`src/rtl/core/psm_pkg.sv`:
```
// Shared types, codes and arithmetic helpers for the point-set match core.
// Used by every module in rtl/core; depends on nothing else.
package psm_pkg;

  // Coordinate format and derived widths.
  localparam int CW       = 32;
  localparam int PT_WORDS = 6;
  localparam int FRAC     = 28;
  localparam int TOL_W    = 28;
  localparam int DIFF_W   = CW + 1;
  localparam int SQ_W     = 2 * TOL_W;
  localparam int PROD_W   = 2 * CW;
  localparam int TERM_W   = PROD_W - FRAC;
  localparam int ACC_W    = TERM_W + 2;

  typedef logic signed [CW-1:0] coord_t;
  typedef coord_t [PT_WORDS-1:0] point_t;

  localparam coord_t CMAX = coord_t'({1'b0, {(CW-1){1'b1}}});
  localparam coord_t CMIN = coord_t'({1'b1, {(CW-1){1'b0}}});

  // Input item kinds.
  localparam logic [1:0] KIND_LOAD_REF = 2'd0;
  localparam logic [1:0] KIND_LOAD_FND = 2'd1;
  localparam logic [1:0] KIND_COMPARE  = 2'd2;

  // Configuration register indexes.
  localparam logic CFG_POINT_COUNT = 1'b0;
  localparam logic CFG_TOLERANCE   = 1'b1;

  // Reported match forms.
  localparam logic [2:0] FORM_NONE       = 3'd0;
  localparam logic [2:0] FORM_DIRECT     = 3'd1;
  localparam logic [2:0] FORM_CONJ       = 3'd2;
  localparam logic [2:0] FORM_SHIFT      = 3'd3;
  localparam logic [2:0] FORM_SHIFT_CONJ = 3'd4;

  // Cell operations.
  localparam logic [1:0] CELL_HOLD = 2'd0;
  localparam logic [1:0] CELL_LOAD = 2'd1;
  localparam logic [1:0] CELL_CONJ = 2'd2;

  // Row operations.
  localparam logic [2:0] ROW_HOLD  = 3'd0;
  localparam logic [2:0] ROW_ROT   = 3'd1;
  localparam logic [2:0] ROW_PUSH  = 3'd2;
  localparam logic [2:0] ROW_WRITE = 3'd3;
  localparam logic [2:0] ROW_COPY  = 3'd4;
  localparam logic [2:0] ROW_CONJ  = 3'd5;

  // Negation that maps the most negative value to the most positive one.
  function automatic coord_t neg_sat(coord_t v);
    if (v == CMIN) return CMAX;
    return -v;
  endfunction

  // Saturate a wide accumulator to the coordinate width.
  function automatic coord_t sat_acc(logic signed [ACC_W-1:0] x);
    logic [ACC_W-CW:0] top;
    top = x[ACC_W-1:CW-1];
    if (top == '0 || top == '1) return x[CW-1:0];
    return x[ACC_W-1] ? CMIN : CMAX;
  endfunction

  // Magnitude of the difference of two coordinates.
  function automatic logic [DIFF_W-1:0] mag_diff(coord_t a, coord_t b);
    logic signed [DIFF_W-1:0] d;
    d = DIFF_W'(a) - DIFF_W'(b);
    return d[DIFF_W-1] ? DIFF_W'(-d) : DIFF_W'(d);
  endfunction

  // Ordering: a comes after b on the first coordinate, or on the second when the first lie within tolerance.
  function automatic logic comes_after(point_t a, point_t b, logic [TOL_W-1:0] tol);
    logic signed [DIFF_W-1:0] d;
    logic [DIFF_W-1:0] m;
    d = DIFF_W'(a[0]) - DIFF_W'(b[0]);
    m = d[DIFF_W-1] ? DIFF_W'(-d) : DIFF_W'(d);
    if (m > DIFF_W'(tol)) return !d[DIFF_W-1];
    return a[1] > b[1];
  endfunction

endpackage

```
`src/rtl/core/psm_shift.sv`:
```
// Shift-to-origin unit: multiplies a point by the conjugate of the origin.
// One shared multiplier. Depends on psm_pkg.
module psm_shift import psm_pkg::*; (
  input  logic   clk,
  input  logic   rst,
  input  logic   start,
  input  point_t p,
  input  point_t org,
  input  logic   self,
  output point_t res,
  output logic   done
);

  logic                     run;
  logic [2:0]               sc;
  logic [1:0]               j;
  logic signed [PROD_W-1:0] preg;
  logic signed [ACC_W-1:0]  acc_re;
  logic signed [ACC_W-1:0]  acc_im;
  coord_t                   a, b, cr, ci, ma, mb;
  logic signed [TERM_W-1:0] term;

  // Operand selection for the current partial product.
  always_comb begin
    a    = p[{j, 1'b0}];
    b    = p[{j, 1'b1}];
    cr   = org[{j, 1'b0}];
    ci   = org[{j, 1'b1}];
    term = $signed(preg[PROD_W-1:FRAC]);
    case (sc)
      3'd1:    begin ma = b; mb = ci; end
      3'd2:    begin ma = b; mb = cr; end
      3'd3:    begin ma = a; mb = ci; end
      default: begin ma = a; mb = cr; end
    endcase
  end

  // Sequencer over coordinates and product steps.
  always_ff @(posedge clk) begin
    if (rst) begin
      run  <= 1'b0;
      done <= 1'b0;
      sc   <= '0;
      j    <= '0;
    end else begin
      done <= 1'b0;
      if (start && !run) begin
        run <= 1'b1;
        sc  <= '0;
        j   <= '0;
      end else if (run) begin
        if (sc == 3'd5) begin
          sc <= '0;
          if (j == 2'd2) begin
            run  <= 1'b0;
            done <= 1'b1;
          end else begin
            j <= j + 2'd1;
          end
        end else begin
          sc <= sc + 3'd1;
        end
      end
    end
  end

  // Floored partial products are accumulated one per cycle.
  always_ff @(posedge clk) begin
    preg <= PROD_W'(ma) * PROD_W'(mb);
    case (sc)
      3'd1: acc_re <= ACC_W'(term);
      3'd2: acc_re <= acc_re + ACC_W'(term);
      3'd3: acc_im <= ACC_W'(term);
      3'd4: acc_im <= acc_im - ACC_W'(term);
      3'd5: begin
        if (run) begin
          res[{j, 1'b0}] <= self ? cr : sat_acc(acc_re);
          res[{j, 1'b1}] <= self ? neg_sat(ci) : sat_acc(acc_im);
        end
      end
      default: acc_re <= acc_re;
    endcase
  end

endmodule
```
`config.mk`:
```
export PLATFORM = sky130hd
export DESIGN_NAME = psm_shift
export DESIGN_NICKNAME = d
export VERILOG_FILES = /design/src/rtl/core/psm_pkg.sv /design/src/rtl/core/psm_shift.sv
export SDC_FILE = /design/constraint.sdc
export NUM_CORES = 2
export LEC_CHECK = 0
export ABC_AREA = 0
export BUFFER_PORTS_ARGS = -buffer_cell sky130_fd_sc_hd__buf_2
export CAP_MARGIN = 10
export CORE_UTILIZATION = 60
export CTS_CLUSTER_SIZE = 40
export DETAILED_ROUTE_END_ITERATION = 8
export PLACE_DENSITY = 0.81
export SLEW_MARGIN = 20
export SYNTH_ARGS = -nofsm -noshare
export SYNTH_HDL_FRONTEND = slang
export SYNTH_SLANG_ARGS = --single-unit
```
`constraint.sdc`:
```
create_clock -name clk -period 13.4 [get_ports clk]
set_input_delay 0.67 -clock clk [delete_from_list [all_inputs] [get_ports clk]]
set_output_delay 0.67 -clock clk [all_outputs]
set_load 0.1 [all_outputs]
```
## Yosys cells after proc, flatten, opt, wreduce, memory -nomap -nowiden

Index checks and enable logic that the tools add are counted.

| operators by class | value |
|---|---|
| $add $sub $neg | 5 |
| $mul | 1 |
| div/mod/pow operators | 0 |
| order comparisons | 4 |
| equal/unequal tests | 9 |
| shift operators | 0 |
| multiplexer cells | 49 |
| bitwise logic cells | 3 |
| reductions and logical operators | 16 |

Operator list:

| cell | count |
|---|---|
| two-way mux 32 bit | 24 |
| bitwise mux 192 bit | 2 |
| binary-select mux 32 bit (select 2 bit) | 4 |
| one-hot mux 38 bit (2 select lines) | 2 |
| demux 32 bit (select 2 bit) | 2 |
| multiplier 32 x 32 -> 64 bit | 1 |
| adder 38 x 36 -> 38 bit | 1 |
| subtractor 38 x 36 -> 38 bit | 1 |
| equality test 32 bit, second input constant | 1 |
| negation 32 bit | 1 |
| equality test 7 bit, second input constant | 2 |
| zero test 7 bit | 2 |
| two-way mux 1 bit | 14 |
| < comparator 3 x 4 -> 1 bit, second input constant | 2 |
| equality test 3 x 2 -> 1 bit, second input constant | 2 |
| equality test 3 bit, second input constant | 2 |
| >= comparator 3 x 1 -> 1 bit, second input constant | 2 |
| OR reduction 2 bit | 3 |
| nonzero test 2 bit | 2 |
| OR reduction 4 bit | 1 |
| adder 3 x 1 -> 3 bit, second input constant | 1 |
| equality test 3 x 1 -> 1 bit, second input constant | 1 |
| logical AND 1 bit | 3 |
| two-way mux 3 bit | 1 |
| other kinds (7) | 10 |

| storage, ports and cells | value |
|---|---|
| register bits | 339 |
| latch bits | 0 |
| RAM bits | 0 |
| ROM bits | 0 |
| input bits | 388 |
| logic and storage cells | 100 |
| memories kept | 0 |

## Logic depth before layout (Yosys ltp)

| depth | value |
|---|---|
| depth in word-level cells | 11 |
| gate-level depth with buffers | 43 |
| depth with buffers taken out | 35 |

## Worst setup path after synthesis

Ideal clock, no wire load.

| timing path | value |
|---|---|
| path kind | reg-to-reg |
| start point | reg sc[1] |
| end point | reg preg[62] |
| arrival time | 10.652 ns |
| setup slack | 2.630 ns |
| stages on the path, launching flop included | 39 |
| buffers on the path | 5 |
| path through | dfxtp_1 -> buf_2 -> xnor2_1 -> nor2_1 -> buf_2 -> buf_1 -> clkbuf_1 -> mux2i_1 -> o21a_1 -> clkbuf_1 -> nor2_1 -> fa_1 -> fa_1 -> fa_1 -> inv_1 -> fa_1 -> inv_1 -> fa_1 -> (+3 left out) -> fa_1 -> inv_1 -> fa_1 -> inv_1 -> ha_1 -> nand3_1 -> or4b_2 -> o2111a_1 -> a32o_1 -> a21oi_2 -> a21oi_2 -> o21ai_4 -> a31o_4 -> a41oi_4 -> o21ai_4 -> a211o_1 -> a21oi_1 -> xnor2_1 |

| on the way | value |
|---|---|
| cells in the longest elaborated chain, start to end | 4 |
| elaborated cells between the ends (all ways) | 8 |

RTL lines:

| item | line | RTL |
|---|---|---|
| start: declaration | psm_shift.sv:15 | `logic [2:0] sc;` |
| start signal: assignment | psm_shift.sv:61 | `sc <= sc + 3'd1;` |
| equality test 3 x 2 -> 1 bit or equality test 3 x 1 -> 1 bit (tied branches) | psm_shift.sv:30 | `case (sc)` |
| OR reduction 2 bit (no source line) | -- |  |
| two-way mux 32 bit | psm_shift.sv:30 |  |
| multiplier 32 x 32 -> 64 bit (*) | psm_shift.sv:69 | `preg <= PROD_W'(ma) * PROD_W'(mb);` |
| end signal: assignment | psm_shift.sv:69 |  |
| end: declaration | psm_shift.sv:17 | `logic signed [PROD_W-1:0] preg;` |

Every way passes the cells marked *; elsewhere a longest branch is shown, timed or not.
A chain may end at the register's enable or synchronous reset.

## Worst setup path in the final report

Ends and elaborated chain as after synthesis.

==> impl_summary.log <==
[metrics] number of DRC markers after the initial detailed-route iteration: 4924
[metrics] Setup CP Type: reg2reg
[metrics] slew of the pin with the lowest slew margin: 1.29 ns
[metrics] worst-case reg-to-reg path depth: 36
[metrics] post-synthesis async set-or-reset flop share: 0%
[metrics] maximum frequency from static timing analysis: 0.0912 GHz
[metrics] Final Cycle Share: 81.8%
[metrics] cell chosen for the clock root: sky130_fd_sc_hd__clkbuf_16
[metrics] post-CTS setup buffers: 0
[metrics] final critical-path required period: 10.96 ns
[metrics] hold_sp: rst
[metrics] WHS Endpoint: run
[metrics] Critical Path Max Stage Delay: 0.79 ns
[metrics] count of final max-slew check failures: 0
[metrics] required time at the endpoint of the critical path: 13.88 ns
[metrics] instance area at placement: 0.0570 mm^2
[metrics] global placement routability congestion: 1.04
[metrics] leading cell type in the layout, fill and taps excluded: sky130_fd_sc_hd__fa_1
[metrics] RSZ-0062 raised after global routing: false
[metrics] wire length per cell: 26.2 um
[metrics] area enclosed by the die boundary: 0.0886 mm^2
[metrics] DPL Wire Length: 148000 um
[metrics] PostCTS Resize Cnt: 0
[metrics] Total GRT Usage: 43.1%
[metrics] number of nets produced by synthesis: 7236
[metrics] clk slew on worst S/H paths: 0.07 ns
[metrics] post-synthesis register bit count: 311
[metrics] endpoints failing hold: 0
[metrics] combined flip-flop and latch cell area: 0.00892 mm^2
[metrics] post-route ant nets: 0
[metrics] combined area of all synthesized cells: 0.0525 mm^2
[metrics] Most used DFF post-synth: sky130_fd_sc_hd__edfxtp_1
[metrics] buffer depth of the longest clock path: 3
[metrics] sequential share of the synthesized area: 17.0%
[metrics] mean instance size in the synthesized netlist: 9.53 um^2
[metrics] Synth Warn #: 0
[metrics] wire length of the first global-routing pass: 279000 um
[metrics] antenna violations before repair: 13
[metrics] GR Overflow Total: 0
[metrics] Setup TNS Final: 0 ns
[metrics] status: finished, final reports clean
[metrics] hold-fix buffers at CTS: 0
[metrics] H-tree depth: 1
[metrics] worst hold path class: in2reg
[metrics] Gate Count Post-Synth: 5506
[metrics] origin of the worst setup path: sc[1]
[metrics] Register-to-Register Setup Slack: 2.44 ns
[metrics] Area Overhead vs Synth: 10.8%
[metrics] worst hold path stage count: 2
[metrics] Layout Skew: 0.0163 ns
[metrics] number of buffers created by CTS: 29
[metrics] worst reg2reg path endpoint: preg[62]
[metrics] Critical Path AT: 11.44 ns
[metrics] die span in x: 298 um
[metrics] DR vias/cell: 6.06
[metrics] Detailed Route WL: 188000 um
[metrics] Final Instance Area: 0.0581 mm^2
[metrics] Setup crit start kind: register
[metrics] core outline area: 0.0868 mm^2
[metrics] top library cells by usage in the layout, fill and taps aside: sky130_fd_sc_hd__fa_1, sky130_fd_sc_hd__inv_1, sky130_fd_sc_hd__nor2_1
[metrics] start of the worst register-to-register path: sc[1]
[metrics] port buffer count: 580
[metrics] highest net fanout along the worst path: 37
[metrics] headroom to the max-slew limit: 13.1%
[metrics] insertion delay of the later-clocked pin in the worst-skew pair: 0.59 ns
[metrics] CTS Sinks: 311
[metrics] final-report setup violation count: 0
[metrics] total via count after detailed routing: 43400
[metrics] count of pins on the block boundary: 581
[metrics] floorplan row count: 108
[metrics] TritonCTS clock tree: built
[metrics] Crit-path slowest cell: sky130_fd_sc_hd__o21a_1
[metrics] multi-input logic area: 0.0389 mm^2
[metrics] crit end category: register
[metrics] number of enable flip-flop cells after synthesis: 268
[metrics] Starting Density: 60.5%
[metrics] number of global-route vias before repair: 45300
[metrics] number of maximum-capacitance violations: 0
[metrics] pin count of the biggest net entering global routing: 76
[metrics] cell with the most instances on the worst path: sky130_fd_sc_hd__fa_1
[metrics] total DRC errors in the routed layout: 0
[metrics] number of distinct standard cells referenced by the synthesized netlist: 86
[metrics] Util after Layout: 67.0%
[metrics] number of filler instances in the final layout: 6874
[metrics] y dimension of the die: 298 um
[metrics] first-pass iteration count of the detailed router: 6
[metrics] count of nets after finishing: 7708
[metrics] layout cell share with drive strength beyond 1: 14.7%
flip-flops by register name (all words and copies together), names as in the netlist:
| signal | flops |
|---|---|
| acc_im | 38 |
| preg | 36 |
| run | 1 |
| res | 192 |
| j | 2 |
| sc | 3 |
| acc_re | 38 |
| done | 1 |
final cells by class:
cell class,instances,area share [%]
antenna,10,0.0430
clock buffer,31,1.30
clock inverter,23,0.635
inverter,1029,6.64
multi-input combinational,3901,66.9
sequential,311,15.3
tap,1155,2.49
timing repair buffer,706,6.64
synthesized netlist by cell type (26+ instances only):
cell                       instances  area share [%]
sky130_fd_sc_hd__xor2_1           55            0.92
sky130_fd_sc_hd__mux2i_1         103             2.0
sky130_fd_sc_hd__nand3_1          26            0.25
sky130_fd_sc_hd__edfxtp_1        268              15
sky130_fd_sc_hd__ha_1            259             6.2
sky130_fd_sc_hd__fa_1           1083              41
sky130_fd_sc_hd__a21oi_1         227             2.2
sky130_fd_sc_hd__nand2_1         660             4.7
sky130_fd_sc_hd__xnor2_1          87             1.5
sky130_fd_sc_hd__o21ai_0         172             1.6
sky130_fd_sc_hd__dfxtp_1          43             1.6
sky130_fd_sc_hd__a21o_1          103             1.5
sky130_fd_sc_hd__nand2b_1         45            0.54
sky130_fd_sc_hd__o21ai_1          30            0.29
sky130_fd_sc_hd__mux4_2           30             1.3
sky130_fd_sc_hd__nor2_1          733             5.2
sky130_fd_sc_hd__o21a_1           47            0.67
sky130_fd_sc_hd__inv_1          1026             7.3
sky130_fd_sc_hd__clkbuf_1        234             1.7
per-layer routing:
metal	GRT usage, %	share of wire (%)	vias up
met3	14.4	14	871
met5	0	0.078	-
li1	-	-	17900
met4	30.6	8.8	8
met2	65.2	43	3310
met1	52.1	34	21300
worst max-delay path, delay by kind of cell, from the launching register on:
family | cells | cell delay, ns
adders and majority gates | 9 | 4.16
AOI/OAI and AO/OA | 11 | 2.89
and+or+nand+nor | 5 | 1.61
buffers and inverters | 8 | 0.94
DFF | 1 | 0.53
muxes | 1 | 0.32
xor gates and xnor gates | 2 | 0.31
stage by stage:
step	std cells	setup WS [ns]	hold slack, ns
final	7166	2.44	0.262
after global routing	7162	1.95	0.270
after CTS	7156	2.63	0.247
after detailed placement	7102	2.66	0.597
after global placement	7102	2.78	0.580
after floorplan	5506	2.63	0.548
cells by family (layout without fill, tap and decap cells):
family	after synthesis	count (layout)	share of synthesized area, %
xor+xnor	142	142	2.37
mux	146	146	3.53
fa+ha+maj	1342	1342	47.5
simple gates	1589	1589	12.3
buf+inv	1294	1789	9.35
flops	311	311	17.0
compound gates	682	682	7.98
other cells	0	10	0
how the worst max path moves through the flow:
stage	to	slack [ns]	cells past startpoint
finish	preg[62]	2.44	36
global route	preg[62]	1.95	34
CTS	preg[62]	2.63	34
detailed placement	preg[62]	2.66	32
global placement	preg[62]	2.78	36
floorplan	preg[62]	2.63	38
Power is not shown: default switching activity piles up to over one toggle a cycle in this logic, so the estimate is an artifact.
