==> config.mk <==
export PLATFORM = sky130hd
export DESIGN_NAME = psm_sorter
export DESIGN_NICKNAME = d
export VERILOG_FILES = /design/src/rtl/core/psm_pkg.sv /design/src/rtl/core/psm_sorter.sv
export SDC_FILE = /design/constraint.sdc
export NUM_CORES = 1
export LEC_CHECK = 0
export BUFFER_PORTS_ARGS = -buffer_cell sky130_fd_sc_hd__buf_4
export CAP_MARGIN = 5
export CORE_MARGIN = 4
export CORE_UTILIZATION = 45
export DETAILED_ROUTE_END_ITERATION = 7
export PLACE_DENSITY = 0.69
export SYNTH_ARGS = -nofsm -noshare
export SYNTH_HDL_FRONTEND = slang
export SYNTH_SLANG_ARGS = --single-unit
==> constraint.sdc <==
create_clock -name clk -period 12.45 [get_ports clk]
set_input_delay 0.6225 -clock clk [delete_from_list [all_inputs] [get_ports clk]]
set_output_delay 0.6225 -clock clk [all_outputs]
set_load 0.01 [all_outputs]
==> src/rtl/core/psm_pkg.sv <==
// Shared types, codes and arithmetic helpers for the point-set match core.
// Used by every module in rtl/core; depends on nothing else.
package psm_pkg;

  // Coordinate format and derived widths.
  localparam int CW       = 32;
  localparam int PT_WORDS = 6;
  localparam int FRAC     = 28;
  localparam int TOL_W    = 28;
  localparam int DIFF_W   = CW + 1;
  localparam int SQ_W     = 2 * TOL_W;
  localparam int PROD_W   = 2 * CW;
  localparam int TERM_W   = PROD_W - FRAC;
  localparam int ACC_W    = TERM_W + 2;

  typedef logic signed [CW-1:0] coord_t;
  typedef coord_t [PT_WORDS-1:0] point_t;

  localparam coord_t CMAX = coord_t'({1'b0, {(CW-1){1'b1}}});
  localparam coord_t CMIN = coord_t'({1'b1, {(CW-1){1'b0}}});

  // Input item kinds.
  localparam logic [1:0] KIND_LOAD_REF = 2'd0;
  localparam logic [1:0] KIND_LOAD_FND = 2'd1;
  localparam logic [1:0] KIND_COMPARE  = 2'd2;

  // Configuration register indexes.
  localparam logic CFG_POINT_COUNT = 1'b0;
  localparam logic CFG_TOLERANCE   = 1'b1;

  // Reported match forms.
  localparam logic [2:0] FORM_NONE       = 3'd0;
  localparam logic [2:0] FORM_DIRECT     = 3'd1;
  localparam logic [2:0] FORM_CONJ       = 3'd2;
  localparam logic [2:0] FORM_SHIFT      = 3'd3;
  localparam logic [2:0] FORM_SHIFT_CONJ = 3'd4;

  // Cell operations.
  localparam logic [1:0] CELL_HOLD = 2'd0;
  localparam logic [1:0] CELL_LOAD = 2'd1;
  localparam logic [1:0] CELL_CONJ = 2'd2;

  // Row operations.
  localparam logic [2:0] ROW_HOLD  = 3'd0;
  localparam logic [2:0] ROW_ROT   = 3'd1;
  localparam logic [2:0] ROW_PUSH  = 3'd2;
  localparam logic [2:0] ROW_WRITE = 3'd3;
  localparam logic [2:0] ROW_COPY  = 3'd4;
  localparam logic [2:0] ROW_CONJ  = 3'd5;

  // Negation that maps the most negative value to the most positive one.
  function automatic coord_t neg_sat(coord_t v);
    if (v == CMIN) return CMAX;
    return -v;
  endfunction

  // Saturate a wide accumulator to the coordinate width.
  function automatic coord_t sat_acc(logic signed [ACC_W-1:0] x);
    logic [ACC_W-CW:0] top;
    top = x[ACC_W-1:CW-1];
    if (top == '0 || top == '1) return x[CW-1:0];
    return x[ACC_W-1] ? CMIN : CMAX;
  endfunction

  // Magnitude of the difference of two coordinates.
  function automatic logic [DIFF_W-1:0] mag_diff(coord_t a, coord_t b);
    logic signed [DIFF_W-1:0] d;
    d = DIFF_W'(a) - DIFF_W'(b);
    return d[DIFF_W-1] ? DIFF_W'(-d) : DIFF_W'(d);
  endfunction

  // Ordering: a comes after b on the first coordinate, or on the second when the first lie within tolerance.
  function automatic logic comes_after(point_t a, point_t b, logic [TOL_W-1:0] tol);
    logic signed [DIFF_W-1:0] d;
    logic [DIFF_W-1:0] m;
    d = DIFF_W'(a[0]) - DIFF_W'(b[0]);
    m = d[DIFF_W-1] ? DIFF_W'(-d) : DIFF_W'(d);
    if (m > DIFF_W'(tol)) return !d[DIFF_W-1];
    return a[1] > b[1];
  endfunction

endpackage

==> src/rtl/core/psm_sorter.sv <==
// Bubble-pass engine: keeps the bubbling point and emits the lesser one.
// Depends on psm_pkg.
module psm_sorter import psm_pkg::*; (
  input  logic             clk,
  input  logic             en,
  input  logic             first,
  input  logic             last,
  input  point_t           front,
  input  logic [TOL_W-1:0] tol,
  output point_t           emit,
  output logic             swap
);

  point_t carry;
  logic   after;

  // Compare the carried point with the one leaving the row head.
  always_comb begin
    after = comes_after(carry, front, tol);
    emit  = (last || !after) ? carry : front;
    swap  = en && !first && !last && after;
  end

  // The larger point keeps bubbling toward the tail.
  always_ff @(posedge clk) begin
    if (en) begin
      if (first) begin
        carry <= front;
      end else if (!last && !after) begin
        carry <= front;
      end
    end
  end

endmodule

; After elaboration in Yosys (flattened, before gate mapping)
; Index checks and enable logic that the tools add are counted.
[totals]
regBits = 192
latchBits = 0
ram_bits = 0
mem_bits_ro = 0
in_bits = 224
out_inout_bits = 193
elab_cells = 28
memories = 0
[classes]
n_addsub = 2
mul = 0
n_div = 0
magnitude_cmp = 2
eq_ne = 0
shifts = 0
n_mux = 7
bitwise_logic = 0
n_reduce_logical = 11
[ops]
columns = cell, n
row1 = $mux 192, 3
row2 = $gt 33x28->1, 1
row3 = $mux 33, 1
row4 = $neg 33->33, 1
row5 = $sub 32x32->33, 1
row6 = $gt 32x32->1, 1
row7 = $logic_and 1x1->1, 4
row8 = $logic_not 1->1, 4
row9 = $mux 1, 3
row10 = $reduce_and 2->1, 1
row11 = $reduce_bool 2->1, 1
row12 = $logic_or 1x1->1, 1

; Logic depth before layout (Yosys ltp)
; Gate-level depths: netlist of the first run.
[logic_depth]
word_depth = 10
ltp_mapped = 28
ltp_nobuf = 24

; Least setup slack after synthesis of the first run
; Ideal clock, no wire load.
[synth_timing]
kind = input to register
startpoint = input front[0] (netlist bit)
endpoint = register carry[0] (netlist bit) (enable)
setup_time_ps = 574
t_arrival_ps = 10305
required_time_ps = 11876
path_slack_ps = 1571
cell_stages = 24
n_path_buf = 2
cell_sequence = ha_1 fa_1 nand2b_1 a21bo_2 a211oi_2 nor2_1 o311a_1 or3b_4 nor4_1 a31oi_1 xor2_1 ha_1 nand2_1 or4_1 nor2_1 nand2_1 o21ai_0 a31oi_1 or4_1 o31ai_2 o21a_1 buf_2 buf_6 a22o_1
[synth_via]
elab_chain_cells = 10
elab_cells_between_ends = 12
classes_between = add/sub: 2 / order compare: 1 / mux: 4 / reduce/logical: 5
[synth_lines]
columns = item, line_no
row1 = "start, declared", psm_sorter.sv:8  ; input point_t front,
row2 = $sub 32x32->33 *, psm_pkg.sv:76  ; d = DIFF_W'(a[0]) - DIFF_W'(b[0]);
row3 = $neg 33->33, psm_pkg.sv:77  ; m = d[DIFF_W-1] ? DIFF_W'(-d) : DIFF_W'(d);
row4 = $mux 33, psm_pkg.sv:77
row5 = $gt 33x28->1, psm_pkg.sv:78  ; if (m > DIFF_W'(tol)) return !d[DIFF_W-1];
row6 = $mux 1, psm_pkg.sv:78
row7 = $mux 1 *, psm_pkg.sv:79  ; return a[1] > b[1];
row8 = $logic_not 1->1 *, psm_sorter.sv:29  ; end else if (!last && !after) begin
row9 = $logic_and 1x1->1 *, psm_sorter.sv:29
row10 = $reduce_bool 2->1 (no line) *, n/a
row11 = $reduce_and 2->1 (no line) *, n/a
row12 = "end signal, assigned", psm_sorter.sv:28  ; carry <= front;
row13 = "end signal, assigned", psm_sorter.sv:30  ; carry <= front;
row14 = "end, declared", psm_sorter.sv:14  ; point_t carry;
; Every way passes the cells marked *; elsewhere a longest branch is shown, timed or not. The select of a mux whose other input is x is not followed.
; A chain may end at the register's enable or synchronous reset.

==> impl_metrics.tcl, run 1 <==
set metrics [dict create \
    clock_latency_ns 0.45 \
    final_cell_count_no_fill 2595 \
    status "finished, final reports clean" \
    stdcell_area_um2 20600 \
    ant_nets 0 \
    grt_overflow 0 \
    worst_pin_slew_ns 1.218 \
    switching_share_pct 42.24 \
    startpoint_type "register" \
    nFillCells 3295 \
    worstPathRequired_ns 11.83 \
    syn_nets 2129 \
    critical-path-slowest-cell "buf_4" \
    fin_nets 2426 \
    reg2reg_slack_ns 4.22 \
    first_pass_iters 5 \
    root_buffer "clkbuf_16" \
    power_frac_clock_pct 20.2 \
    synth_cell_type_count 73 \
    top_register "carry" \
    initial_core_util_pct 45.74 \
    hold_path_class "input port to register" \
    critPathKind "register to primary output" \
    ys_seq_area_share_pct 34.35 \
    dp_cells 2557 \
    switchingPower_mw 1.274 \
    tritoncts "done" \
    rsz0062_at_grt "false" \
    drive_above_1_share_pct 29.94 \
    multiInputGateArea_um2 9973 \
    antenna_found_initial 6 \
    finalWirelength_mm 53.80 \
    placed_cell_area_um2 19950 \
    path_clk_slew_ns 0.08 \
    grt_max_degree 205 \
    wl_per_cell_um 20.73 \
    rows 70 \
    numPortBuffers 416 \
    drt_iter0_drc 1140 \
    finalCritPeriodShare_pct 72.45 \
    synthCells 1811 \
    drv_slew 0 \
    die-area_um2 40460 \
    fp.dieH_um 201.1 \
    final_common_cell "buf_4" \
    syn_area_um2 16790 \
    largest_reg_flops 192 \
    peakVddDrop_uv 131.5 \
    finalHoldViolations 0 \
    cpPeakStageDelay_ns 0.95 \
    track_usage_pct 25.40 \
    die_w_um 201.1 \
    clock_sinks 192 \
    clock.fmax_mhz 110.9 \
    max_slew_margin_pct 18.79 \
    setup_tns_ns 0 \
    synthFlopType "edfxtp_1" \
    ctsHoldBuffers 0 \
    cts_resized 0 \
    drc 0 \
    internal-power_mw 1.742 \
    comb_power_share_pct 52.6 \
    finClkSkew_ns 0.01444 \
    period_minus_slack_ns 9.020 \
    layout_common_cells "buf_4 (423), nand2_1 (251), o211ai_1 (232)" \
    crit_arrival_ns 8.40 \
    num_vias 15220 \
    cts_made_buffers 17 \
    regArea_um2 5766 \
    yosys_warnings 0 \
    powerDensity_nw_per_um2 146.4 \
    core_area_um2 36700 \
    top_regs "carry x192" \
    synth.avg_cell_area_um2 9.269 \
    gp_congestion 0.8905 \
    ys_seq_elements 192 \
    cts_setup_buffers 0 \
    grt_pass1_vias 15270 \
    htree_levels 4 \
    num_io_pins 417 \
    seqPwrFrac_pct 27.2 \
    area_growth_pct 22.73 \
    setup_viol 0 \
    cts_max_path_buffers 2 \
    max_cap_violations 0 \
    grt_pass1_wl_mm 84.48 \
    synth-edff-count 192 \
    power_leakage_nw 8.534 \
    cp_max_fo 104 \
    async_reset_ff_share_pct 0 \
    critPathCaptureType "primary output" \
    via_per_inst 5.866 \
    hpwlAfterDp_mm 38.10 \
]
-- cell usage after synthesis (3+ instances only) --
cell,n,share of area (%)
nand4_1,17,0.63
and2_1,10,0.37
buf_6,18,1.2
nor2_1,48,1.1
and4_1,6,0.31
nor4b_1,3,0.16
o211ai_1,232,10
ha_1,93,6.9
buf_2,9,0.27
and3_1,3,0.11
o21ai_0,39,1.2
mux2i_1,5,0.30
o21a_1,14,0.63
a22oi_1,3,0.13
a21boi_1,4,0.18
clkbuf_1,120,2.7
o21ai_1,10,0.30
a211o_1,4,0.21
o31ai_1,4,0.18
nor4_1,6,0.22
nand2b_1,198,7.4
a21o_1,28,1.3
edfxtp_1,192,34
nand2_1,251,5.6
o2111ai_1,3,0.16
inv_1,100,2.2
o21bai_1,4,0.18
xnor2_1,22,1.1
a211oi_1,11,0.49
xor2_1,18,0.94
nor3_1,22,0.66
nor2b_1,9,0.34
or4_1,7,0.31
a31oi_1,9,0.34
o211ai_2,160,12
nand3_1,11,0.33
or3_1,10,0.37
o211a_1,4,0.24
a21oi_1,63,1.9
nor3b_1,3,0.13
-- per-layer routing --
metal / up-vias / track usage, % / part of all wire, % / wire length [um]
met5: - / 0 / 0 / 0
met4: 0 / 10.08 / 3.6 / 1927
met3: 84 / 6.962 / 7.0 / 3754
met2: 458 / 42.56 / 49 / 26280
met1: 7332 / 31.15 / 41 / 21830
li1: 7349 / - / - / -
-- kinds of logic after synthesis --
group | share of synthesized area, %
compound gates | 30.98
simple gates | 18.69
buf+inv | 6.462
flops | 34.35
fa+ha+maj | 7.051
xor+xnor | 2.087
mux | 0.3876
-- layout make-up --
class	instances	area share, %
Clock buffer	17	2.065
Tap cell	468	2.842
Sequential cell	192	27.98
Multi-Input combinational cell	1370	48.41
Clock inverter	15	1.026
Inverter	100	1.822
Timing Repair Buffer	427	15.78
Antenna cell	6	0.07288
-- power groups by stage --
stage          combinational [mW]  clock (mW)  sequential [mW]
2_1_floorplan                1.03           0            0.836
3_3_place_gp                 1.57           0            0.831
3_5_place_dp                 1.58           0            0.835
4_1_cts                      1.59       0.620            0.821
5_1_grt                      1.72       0.645            0.828
6_report                     1.59       0.609            0.821
-- path summary, 6_finish.rpt --
path,from,endpoint,cells after the start
setup / recovery,carry[0]$_DFFE_PP_,emit[129],25
hold reg to reg,carry[30]$_DFFE_PP_,carry[122]$_DFFE_PP_,5
hold / removal,front[116],carry[116]$_DFFE_PP_,1
setup reg to reg,carry[0]$_DFFE_PP_,carry[129]$_DFFE_PP_,24
-- critical path: cells and delay by family (launching register included) --
family,cells,cell delay [ns]
AO/OA/AOI/OAI,9,2.36
XOR/XNOR,1,0.18
adder cells (fa/ha/maj),3,0.93
buffers and inverters,3,1.19
flip-flops,1,0.38
AND/OR/NAND/NOR,9,2.75
-- stage by stage --
step | setup WS (ns) | hold WS [ns] | power, mW | util, %
finish | 3.430 | 0.3496 | 3.015 | 56.14
detailed placement | 3.629 | 0.8114 | 2.419 | 54.36
CTS | 3.462 | 0.3229 | 3.031 | 56.10
global route | 2.933 | 0.3239 | 3.193 | 56.14
floorplan | 1.571 | 0.7214 | 1.869 | -
global placement | 3.706 | 0.8104 | 2.404 | 54.36
Power figures use the tool's default switching activity.
==> run 2: changes to the inputs <==
- ABC_AREA: default -> 1
- PLACE_DENSITY: 0.69 -> 0.71
- clock period: 12.45 -> 8.9 ns (I/O delays scaled with it)
==> impl_metrics.tcl, run 2 <==
set metrics [dict create \
    crit_arrival_ns 7.02 \
    cts_max_path_buffers 2 \
    top_register "carry" \
    finalHoldViolations 0 \
    cts_setup_buffers 0 \
    antenna_found_initial 9 \
    synthFlopType "edfxtp_1" \
    synth_common_cells "nand2_1 (712), inv_1 (248), nand3_1 (244), edfxtp_1 (192), ha_1 (93)" \
    finClkSkew_ns 0.01234 \
    tritoncts "done" \
    hold_ws_ns 0.1780 \
    cp_max_fo 193 \
    cts_made_buffers 17 \
    setup_tns_ns 0 \
    final_common_cell "nand2_1" \
    core_area_um2 29870 \
    synth_xor_area_share_pct 1.964 \
    max_slew_margin_pct 16.26 \
    ys_seq_area_share_pct 41.90 \
    drive_above_1_share_pct 21.78 \
    grt_pass1_wl_mm 69.53 \
    root_buffer "clkbuf_16" \
    synthCells 1822 \
    finalWirelength_mm 44.99 \
    hpwlAfterDp_mm 34.18 \
    synth_cell_type_count 43 \
    grt_pass1_vias 13340 \
    rr_worst_depth 38 \
    cts_resized 0 \
    drc 0 \
    path_clk_slew_ns 0.08 \
    stdcell_area_um2 17620 \
    max_cap_violations 0 \
    grt_overflow 0 \
    met2WireLength_mm 22.88 \
    synth.avg_cell_area_um2 7.552 \
    fin_nets 2513 \
    die_w_um 182.9 \
    period_minus_slack_ns 7.462 \
    setup_viol 0 \
    via_per_inst 5.127 \
    grt_max_degree 194 \
    syn_area_um2 13760 \
    track_usage_pct 26.11 \
    synth_compound_area_share_pct 3.537 \
    utilization_pct 58.99 \
    worst_pin_slew_ns 1.256 \
    num_io_pins 417 \
    clock_latency_ns 0.45 \
    rows 63 \
    min_path_cells 1 \
    critPathKind "register to primary output" \
    dr_wl_met3_mm 2.817 \
    ctsHoldBuffers 0 \
    synth_top_family_by_area "simple AND/OR/NAND/NOR gates" \
    ys_seq_elements 192 \
    worstPathRequired_ns 8.46 \
    yosysTopAreaCellShare_pct 41.90 \
    nFillCells 2781 \
    ant_nets 0 \
    drv_slew 0 \
    wl_met1_mm 17.82 \
    highest-signal-layer "met5" \
    yosysTopAreaCell "edfxtp_1" \
    startpoint_type "register" \
    first_pass_iters 5 \
    critical-path-slowest-cell "nand2_8" \
    muxShareOfSynthArea_pct 0 \
    clock.fmax_mhz 134.0 \
    gp_congestion 0.9064 \
    wl_per_cell_um 17.26 \
    synth-adder-area-share_pct 8.602 \
    largest_reg_flops 192 \
    post-synth-top-count-cell "nand2_1" \
    htree_levels 4 \
    design_power_total_mw 3.202 \
    crit_path_frequent_cell "nand2_1" \
    async_reset_ff_share_pct 0 \
    yosys.area_share.simple_pct 33.60 \
    critPathCaptureType "primary output" \
    die-area_um2 33440 \
    synthTopCellsByArea "edfxtp_1 (42%), nand2_1 (19%), nand3_1 (8.9%)" \
    cpPeakStageDelay_ns 0.82 \
    peakVddDrop_uv 193.6 \
    drt_iter0_drc 831 \
    area_growth_pct 28.07 \
    rsz0062_at_grt "false" \
    finalCritPeriodShare_pct 83.84 \
    initial_core_util_pct 46.06 \
    placed_cell_area_um2 16970 \
    hold_path_class "input port to register" \
    powerDensity_nw_per_um2 181.7 \
    num_vias 13360 \
    synth-edff-count 192 \
    top_regs "carry x192" \
    layout_common_cells "nand2_1 (712), buf_4 (418), inv_1 (247)" \
    power_leakage_nw 9.239 \
    yosys_warnings 0 \
    status "finished, final reports clean" \
    numPortBuffers 416 \
    clock_sinks 192 \
    syn_nets 2140 \
    fp.dieH_um 182.9 \
]
[run 2: changes by cell type after synthesis, sizes merged, moves of 109 or more]
| cell | before | now |
|---|---|---|
| nand2 | 251 | 718 |
| o211ai | 392 | 1 |
| nand3 | 11 | 249 |
| nand2b | 198 | 0 |
| inv | 100 | 253 |
| clkbuf | 120 | 11 |
[run 2: worst paths after layout]
path | from | end | slack (ns)
min | front[82] | carry[82]$_DFFE_PP_ | 0.18
max | carry[0]$_DFFE_PP_ | emit[17] | 1.44
max reg2reg | carry[0]$_DFFE_PP_ | carry[18]$_DFFE_PP_ | 2.65
min reg2reg | carry[31]$_DFFE_PP_ | carry[151]$_DFFE_PP_ | 1.99
[run 2: per-stage QoR]
stage	worst slack [ns]	cells
4_1_cts	1.390	2598
5_1_grt	0.6032	2606
3_5_place_dp	1.668	2566
3_3_place_gp	1.705	2566
2_1_floorplan	1.208	1822
6_report	1.438	2606
[run 2: area by class of cell]
class	count	area, um2	area share (%)
repair buffers	419	3158	17.92
multi-input cells	1311	6603	37.47
inverters	254	958.4	5.439
clock inverters	15	203.9	1.157
clock buffers	17	425.4	2.414
well taps	390	488.0	2.769
diodes	8	20.02	0.1136
flip-flops and latches	192	5766	32.72
[run 2: power breakdown]
part / switching, mW / total, mW / leakage [nW] / internal (mW)
registers: 0.0229 / 1.10 / 1.82 / 1.07
logic: 0.775 / 1.28 / 7.11 / 0.504
clock network: 0.374 / 0.826 / 0.302 / 0.452
[run 2: kinds of logic after synthesis]
family | Yosys count
flip-flops | 192
adder cells (fa/ha/maj) | 94
AO/OA/AOI/OAI | 88
XOR/XNOR | 30
AND/OR/NAND/NOR | 1099
buffers and inverters | 319
[run 2: worst max-delay path: cells and delay by family (launching register included)]
| family | cells | cell delay, ns |
|---|---|---|
| and+or+nand+nor | 28 | 4.05 |
| adders and majority gates | 3 | 0.89 |
| buffers and inverters | 7 | 0.73 |
| DFF | 1 | 0.35 |
| xor gates and xnor gates | 1 | 0.17 |
| AOI/OAI and AO/OA | 2 | 0.17 |
[run 2: per-layer routing]
metal  track usage, %  up-vias
met5                0        -
met1            31.33     6213
met2            45.65      424
met4            9.714        2
li1                 -     6646
met3            6.347       75
